--- src/rtl/core/tdc_pkg.sv ---
`timescale 1ns / 1ps

package tdc_pkg;

	// raw samples per poll and derived widths
	localparam int unsigned SamplesPerPoll = 5;
	localparam int unsigned VoteW          = $clog2(SamplesPerPoll + 1);

	// configuration register indexes
	localparam logic [7:0] RegVoteThreshold    = 8'd0;
	localparam logic [7:0] RegDebounceInterval = 8'd1;
	localparam logic [7:0] RegRequiredCount    = 8'd2;
	localparam logic [7:0] RegCooldownTime     = 8'd3;

	// configuration reset values
	localparam logic [2:0]  VoteThresholdRst    = 3'd3;
	localparam logic [15:0] DebounceIntervalRst = 16'd10;
	localparam logic [7:0]  RequiredCountRst    = 8'd8;
	localparam logic [15:0] CooldownTimeRst     = 16'd1000;

	localparam logic [7:0] CountMax = 8'd255;

	typedef enum logic [1:0] {
		PH_IDLE      = 2'd0,
		PH_DEBOUNCE  = 2'd1,
		PH_TRIGGERED = 2'd2,
		PH_COOLDOWN  = 2'd3
	} phase_t;

	typedef struct packed {
		logic [31:0]               now_ms;
		logic [SamplesPerPoll-1:0] pin_samples;
	} tdc_in_t;

	typedef struct packed {
		logic       fire;
		logic [1:0] phase;
		logic [7:0] press_count;
		logic       stable_level;
	} tdc_out_t;

endpackage

--- src/rtl/core/trigger_debounce_cooldown_fsm.sv ---
`timescale 1ns / 1ps
// Two register stages (input register, result register); a poll moves into the result
// register when it is empty or being drained. Throughput: one poll per cycle unless the
// output stalls; the phase, start time and count update in a single pass of popcount,
// 32-bit elapsed-time subtract and compare between the two registers.
// Reset (arst_n low, asynchronous): phase idle, start time and count zero, configuration
// registers at 3 / 10 / 8 / 1000, both pipeline stages empty.
module trigger_debounce_cooldown_fsm (
	input  logic                    clk,
	input  logic                    arst_n,
	input  logic                    in_valid,
	output logic                    in_ready,
	input  tdc_pkg::tdc_in_t        in_data,
	output logic                    out_valid,
	input  logic                    out_ready,
	output tdc_pkg::tdc_out_t       out_data,
	input  logic                    cfg_we,
	input  logic [7:0]              cfg_index,
	input  logic [15:0]             cfg_wdata
);
	import tdc_pkg::*;

	logic [2:0]  vote_threshold_q;
	logic [15:0] debounce_interval_q;
	logic [7:0]  required_count_q;
	logic [15:0] cooldown_time_q;

	logic        valid_s1;
	tdc_in_t     data_s1;
	logic        advance;

	phase_t      phase_q, phase_d;
	logic [31:0] phase_start_q, phase_start_d;
	logic [7:0]  stable_count_q, stable_count_d;

	logic [VoteW-1:0] vote_cnt;
	logic             stable;
	logic [31:0]      elapsed;
	logic [7:0]       count_inc;
	logic             fire_d;

	// configuration writes
	always_ff @(posedge clk or negedge arst_n) begin
		if (!arst_n) begin
			vote_threshold_q    <= VoteThresholdRst;
			debounce_interval_q <= DebounceIntervalRst;
			required_count_q    <= RequiredCountRst;
			cooldown_time_q     <= CooldownTimeRst;
		end else if (cfg_we) begin
			case (cfg_index)
				RegVoteThreshold:    vote_threshold_q    <= cfg_wdata[2:0];
				RegDebounceInterval: debounce_interval_q <= cfg_wdata;
				RegRequiredCount:    required_count_q    <= cfg_wdata[7:0];
				RegCooldownTime:     cooldown_time_q     <= cfg_wdata;
				default: begin
				end
			endcase
		end
	end

	// stage 1 moves on when the result register is empty or being drained
	assign advance  = !out_valid || out_ready;
	assign in_ready = !valid_s1 || advance;

	// input register
	always_ff @(posedge clk or negedge arst_n) begin
		if (!arst_n) begin
			valid_s1 <= 1'b0;
		end else if (in_ready) begin
			valid_s1 <= in_valid;
		end
	end

	always_ff @(posedge clk) begin
		if (in_ready && in_valid) begin
			data_s1 <= in_data;
		end
	end

	// threshold vote over the raw samples
	always_comb begin
		vote_cnt = '0;
		for (int i = 0; i < SamplesPerPoll; i++) begin
			vote_cnt = vote_cnt + VoteW'(data_s1.pin_samples[i]);
		end
	end

	assign stable    = ({{(8 - VoteW){1'b0}}, vote_cnt} >= {5'd0, vote_threshold_q});
	assign elapsed   = data_s1.now_ms - phase_start_q;
	assign count_inc = (stable_count_q < CountMax) ? stable_count_q + 8'd1 : stable_count_q;

	// next phase, start time and count for the poll in stage 1
	always_comb begin
		phase_d        = phase_q;
		phase_start_d  = phase_start_q;
		stable_count_d = stable_count_q;
		fire_d         = 1'b0;
		case (phase_q)
			PH_IDLE: begin
				if (stable) begin
					phase_d        = PH_DEBOUNCE;
					phase_start_d  = data_s1.now_ms;
					stable_count_d = 8'd1;
				end
			end
			PH_DEBOUNCE: begin
				if (elapsed >= {16'd0, debounce_interval_q}) begin
					if (stable) begin
						stable_count_d = count_inc;
						phase_start_d  = data_s1.now_ms;
						if (count_inc >= required_count_q) begin
							phase_d = PH_TRIGGERED;
							fire_d  = 1'b1;
						end
					end else begin
						phase_d        = PH_IDLE;
						stable_count_d = 8'd0;
					end
				end
			end
			PH_TRIGGERED: begin
				if (!stable) begin
					phase_d       = PH_COOLDOWN;
					phase_start_d = data_s1.now_ms;
				end
			end
			PH_COOLDOWN: begin
				if (elapsed >= {16'd0, cooldown_time_q}) begin
					phase_d = PH_IDLE;
				end
			end
			default: begin
				phase_d = PH_IDLE;
			end
		endcase
	end

	// state register, updated once per poll leaving stage 1
	always_ff @(posedge clk or negedge arst_n) begin
		if (!arst_n) begin
			phase_q        <= PH_IDLE;
			phase_start_q  <= '0;
			stable_count_q <= '0;
		end else if (valid_s1 && advance) begin
			phase_q        <= phase_d;
			phase_start_q  <= phase_start_d;
			stable_count_q <= stable_count_d;
		end
	end

	// result register
	always_ff @(posedge clk or negedge arst_n) begin
		if (!arst_n) begin
			out_valid <= 1'b0;
		end else if (advance) begin
			out_valid <= valid_s1;
		end
	end

	always_ff @(posedge clk) begin
		if (valid_s1 && advance) begin
			out_data.fire         <= fire_d;
			out_data.phase        <= 2'(phase_d);
			out_data.press_count  <= stable_count_d;
			out_data.stable_level <= stable;
		end
	end

endmodule

--- config.mk ---
export PLATFORM = sky130hd
export DESIGN_NAME = trigger_debounce_cooldown_fsm
export DESIGN_NICKNAME = d
export VERILOG_FILES = /design/src/rtl/core/tdc_pkg.sv /design/src/rtl/core/trigger_debounce_cooldown_fsm.sv
export SDC_FILE = /design/constraint.sdc
export NUM_CORES = 1
export LEC_CHECK = 0
export ABC_AREA = 0
export BUFFER_PORTS_ARGS = -buffer_cell sky130_fd_sc_hd__buf_2
export CAP_MARGIN = 30
export CORE_MARGIN = 3
export CORE_UTILIZATION = 65
export DETAILED_ROUTE_END_ITERATION = 12
export PLACE_DENSITY = 0.92
export SYNTH_ARGS = -nofsm -noshare
export SYNTH_HDL_FRONTEND = slang
export SYNTH_SLANG_ARGS = --single-unit
export TNS_END_PERCENT = 1
--- constraint.sdc ---
create_clock -name clk -period 12.62 [get_ports clk]
set_input_delay 2.524 -clock clk [delete_from_list [all_inputs] [get_ports clk]]
set_output_delay 2.524 -clock clk [all_outputs]
set_load 0.1 [all_outputs]
### After elaboration in Yosys (flattened, before gate mapping)

Cells that the tools add are included.

* register bits: 136
* input port bits: 66
* output and inout bits: 14
* word-level logic and storage cells: 66

* add/subtract/negate cells: 6
* $lt $le $gt $ge: 5
* equality and inequality tests: 8
* multiplexer cells: 17
* reduce and logical (&&, ||, !) cells: 15

Operators by type and width (number)
* two-way mux 32 bit: 3
* case mux 32 bit (3 select lines): 1
* >= comparator 32 x 16 -> 1 bit: 2
* two-way mux 8 bit: 4
* subtractor 32 bit: 1
* == test 8 x 2 -> 1 bit (second input constant): 2
* case mux 8 bit (2 select lines): 1
* two-way mux 2 bit: 6
* adder 8 x 1 -> 8 bit (second input constant): 1
* == test 8 x 1 -> 1 bit (second input constant): 1
* >= comparator 8 bit: 1
* zero test 8 bit: 1
* < comparator 8 bit (second input constant): 1
* case mux 2 bit (4 select lines): 1
* AND reduction 2 bit: 4
* adder 3 x 1 -> 3 bit: 2
* == test 2 bit (second input constant): 2
* != test 2 bit (second input constant): 2
* AND reduction 4 bit: 1
* adder 2 x 1 -> 3 bit: 1
* >= comparator 3 bit: 1
* AND reduction 3 bit: 1
* nonzero test 3 bit: 1
* adder 1 x 1 -> 2 bit: 1
* other kinds (6): 9

### Longest topological paths before layout

* word-level depth: 8
* mapped depth: 20
* mapped depth without buffers: 17

### Worst setup path after synthesis

Ideal clock, no wire load.

* kind: input to output
* start: input out_ready
* end: output in_ready
* arrival time: 3346 ps
* required time: 10096 ps
* setup slack: 6750 ps
* stages: 1
* buffers on the path: 0
* cells stage by stage: nand3b_1

* cells in the longest elaborated chain, start to end: 2

Ends and longest elaborated chain
* from (decl): RTL line trigger_debounce_cooldown_fsm.sv:15 `input logic out_ready,`
* logical OR 1 bit: RTL line trigger_debounce_cooldown_fsm.sv:62 `assign advance = !out_valid || out_ready;`
* logical OR 1 bit: RTL line trigger_debounce_cooldown_fsm.sv:63 `assign in_ready = !valid_s1 || advance;`
* to (decl): RTL line trigger_debounce_cooldown_fsm.sv:12 `output logic in_ready,`

No other way between the ends.

### Final worst setup path

Same ends and word-level chain as after synthesis.

==> results.yml <==
outcome:
  status: "finished clean"
cts:
  clkSinkCount: 136
  hold_buffers: 0
  cts_setup_buffers: 0
  cts_max_level: 4
  root_buffer: "clkbuf_16"
  clockBufferDepth: 2
  numCtsBuffers: 17
  cts_tree: "yes"
  postCtsResizedCells: 0
  path_clk_slew_ns: 0.06
  clock_latency_ns: 0.43
synthesis:
  synth_top_cell_by_area: "dfrtp_1"
  yosysSeqAreaShare_pct: 38.9
  ys_seq_elements: 136
  yosys-top-cells-area: "dfrtp_1 20%, edfxtp_1 16%, ha_1 10%"
  ys_types: 71
  syn_area_um2: 9410
  synth_edf_count: 49
  yosysWarningCount: 0
  avgSynthCellArea_um2: 9.42
  synthFlopType: "dfrtp_1"
  syn_inst: 998
  yosysTopAreaCellShare_pct: 20.2
  synth_nets: 1143
  synthArstFlopShare_pct: 64.0
global_route:
  antenna_found_initial: 0
  grt_pass1_vias: 7891
  grt_max_degree: 77
  grt_pass1_wl_um: 37900
  grtUsageTotal_pct: 29.1
  grt_overflow_total: 0
worst_hold_path:
  min-delay-path-class: "register to register"
power:
  cellPowerDensity_nw_per_um2: 208
  ir_drop_mv: 0.154
  p_leak_nw: 4.44
timing:
  timing.final.crit_share_pct: 45.2
  setup-violations-final: 0
  worst_hold_slack_ns: 0.496
  timing.final.ws_setup_ns: 6.92
  max_freq_mhz: 175
  slew_viol_final: 0
  min_period_ns: 5.70
  slew_headroom_pct: 41.2
  finalHoldViolations: 0
  worst_pin_slew_ns: 0.880
  rsz0062_at_grt: "false"
  finClkSkew_ns: 0.00628
  finalSetupTns_ns: 0
route:
  via_per_inst: 6.64
  wl_per_cell_um: 18.5
  ant_nets: 0
  vias: 8243
  drc: 0
  routed_wl_um: 23000
  first_pass_iters: 5
  drt_iter0_drc: 690
placed_design:
  io_buffer_count: 79
  dp_hpwl_um: 16100
  dp_slack_ns: 6.93
  gp_congestion: 0.955
setup_path:
  cp.arrival_ns: 3.18
  path_max_fanout: 3
  start_kind: "primary input"
  crit_required_ns: 10.10
  criticalPathCategory: "primary input to primary output"
  endpoint_kind: "primary output"
floorplan:
  die_area_um2: 15900
  core_area_um2: 14000
  row_count: 43
  io_pins: 80
  dieWidth_um: 126
  initial_core_util_pct: 67.0
  die_height_um: 126
final_layout:
  area_growth_pct: 11.1
  num_antenna_cells: 0
  drive_above_1_share_pct: 18.0
  nets: 1193
job:
  drv_cap: 0
[Yosys cell counts (all sizes together), types with 3 or more instances]
master / n
inv: 92
a21oi: 85
dfrtp: 76
ha: 76
nand2: 64
nand4: 58
edfxtp: 49
nand3: 48
mux2: 43
nor2: 42
o21ai: 41
o31ai: 31
clkbuf: 30
o311ai: 30
buf: 27
a21o: 24
o211ai: 23
xnor2: 15
nand2b: 14
dfstp: 11
nor3: 11
o21a: 10
xor2: 9
o2111ai: 8
and3: 7
a211oi: 6
nor2b: 5
mux2i: 4
nor4: 4
o21bai: 4
or3: 4
a211o: 3
a31oi: 3
and2: 3
fa: 3
nand3b: 3
o221ai: 3
or4: 3
[metal layers]
| layer | GRT usage, % | part of all wire, % |
|---|---|---|
| met5 | 0 | 0 |
| met4 | 10.2 | 2.3 |
| met3 | 5.81 | 6.6 |
| met2 | 47.7 | 48 |
| met1 | 39.0 | 43 |
[registers in the layout, indices dropped and copies added, names as in the netlist]
name / cells
data_s1: 37
phase_start_q: 32
cooldown_time_q: 16
debounce_interval_q: 16
out_data: 12
required_count_q: 8
stable_count_q: 8
vote_threshold_q: 3
phase_q: 2
out_valid: 1
valid_s1: 1
[final cells by class]
cell class / instances / area [um^2]
multi-input cells: 713 / 5150
clock buffers: 17 / 425
inverters: 92 / 345
repair buffers: 88 / 488
clock inverters: 15 / 150
well taps: 180 / 225
fillers: 963 / 3600
flip-flops and latches: 136 / 3660
[critical path: stages]
cell and delay (ns):
buf_2 0.08, nand3b_1 0.13, buf_2 0.44
[cell families after synthesis]
| kind of cell | Yosys count | share of synthesized area [%] |
|---|---|---|
| multiplexers | 47 | 5.57 |
| adder cells (fa/ha/maj) | 79 | 10.7 |
| buffers and inverters | 149 | 6.53 |
| flip-flops | 136 | 38.9 |
| AO/OA/AOI/OAI | 289 | 20.9 |
| AND/OR/NAND/NOR | 274 | 15.1 |
| XOR/XNOR | 24 | 2.24 |
[cell usage in the layout, fill, tap and decap left out, drive strengths merged, types with 3 or more instances in the layout]
cell type	synthesis	layout
a211oi	6	6
o21ai	41	41
nand3b	3	3
nor2	42	42
mux2i	4	4
nor4	4	4
o21a	10	10
or4	3	3
buf	27	88
o21bai	4	4
o2111ai	8	8
o311ai	30	30
nand2	64	64
dfrtp	76	76
fa	3	3
mux2	43	43
a211o	3	3
xnor2	15	15
clkinvlp	0	3
clkbuf	30	17
inv	92	96
dfstp	11	11
nor2b	5	5
nand4	58	58
or3	4	4
nand2b	14	14
a21oi	85	85
and3	7	7
nor3	11	11
xor2	9	9
edfxtp	49	49
a31oi	3	3
and2	3	3
o221ai	3	3
nand3	48	48
a21o	24	24
ha	76	76
clkinv	0	6
o31ai	31	31
o211ai	23	23
[path summary, 6_finish.rpt]
kind                              startpoint                 to  slack [ns]  depth (start not counted)
min in group asynchronous             arst_n  stable_count_q[2]        2.03                          1
max                                out_ready           in_ready        6.92                          3
min reg2reg                phase_start_q[14]  phase_start_q[14]        0.50                          2
max reg2reg                 phase_start_q[0]       out_data[10]        7.08                         16
max in group asynchronous             arst_n  phase_start_q[14]        9.49                          2
min                        phase_start_q[14]  phase_start_q[14]        0.50                          2
[report_power, final]
group / internal (mW) / total, mW / switching, mW
combinational: 0.409 / 1.10 / 0.687
sequential: 0.531 / 0.588 / 0.0568
clock: 0.290 / 0.491 / 0.201
total: 1.23 / 2.18 / 0.945
[per-stage QoR]
step / util [%] / power (mW) / instances / cell area [um^2]
2_1_floorplan: - / 1.40 / 998 / 9410
3_3_place_gp: 70.0 / 1.58 / 1206 / 9830
3_5_place_dp: 70.2 / 1.65 / 1208 / 9850
4_1_cts: 74.2 / 2.16 / 1240 / 10400
5_1_grt: 74.4 / 2.32 / 1241 / 10400
6_report: 74.4 / 2.18 / 1241 / 10400
Note: power is estimated with default switching activity, not from simulation.
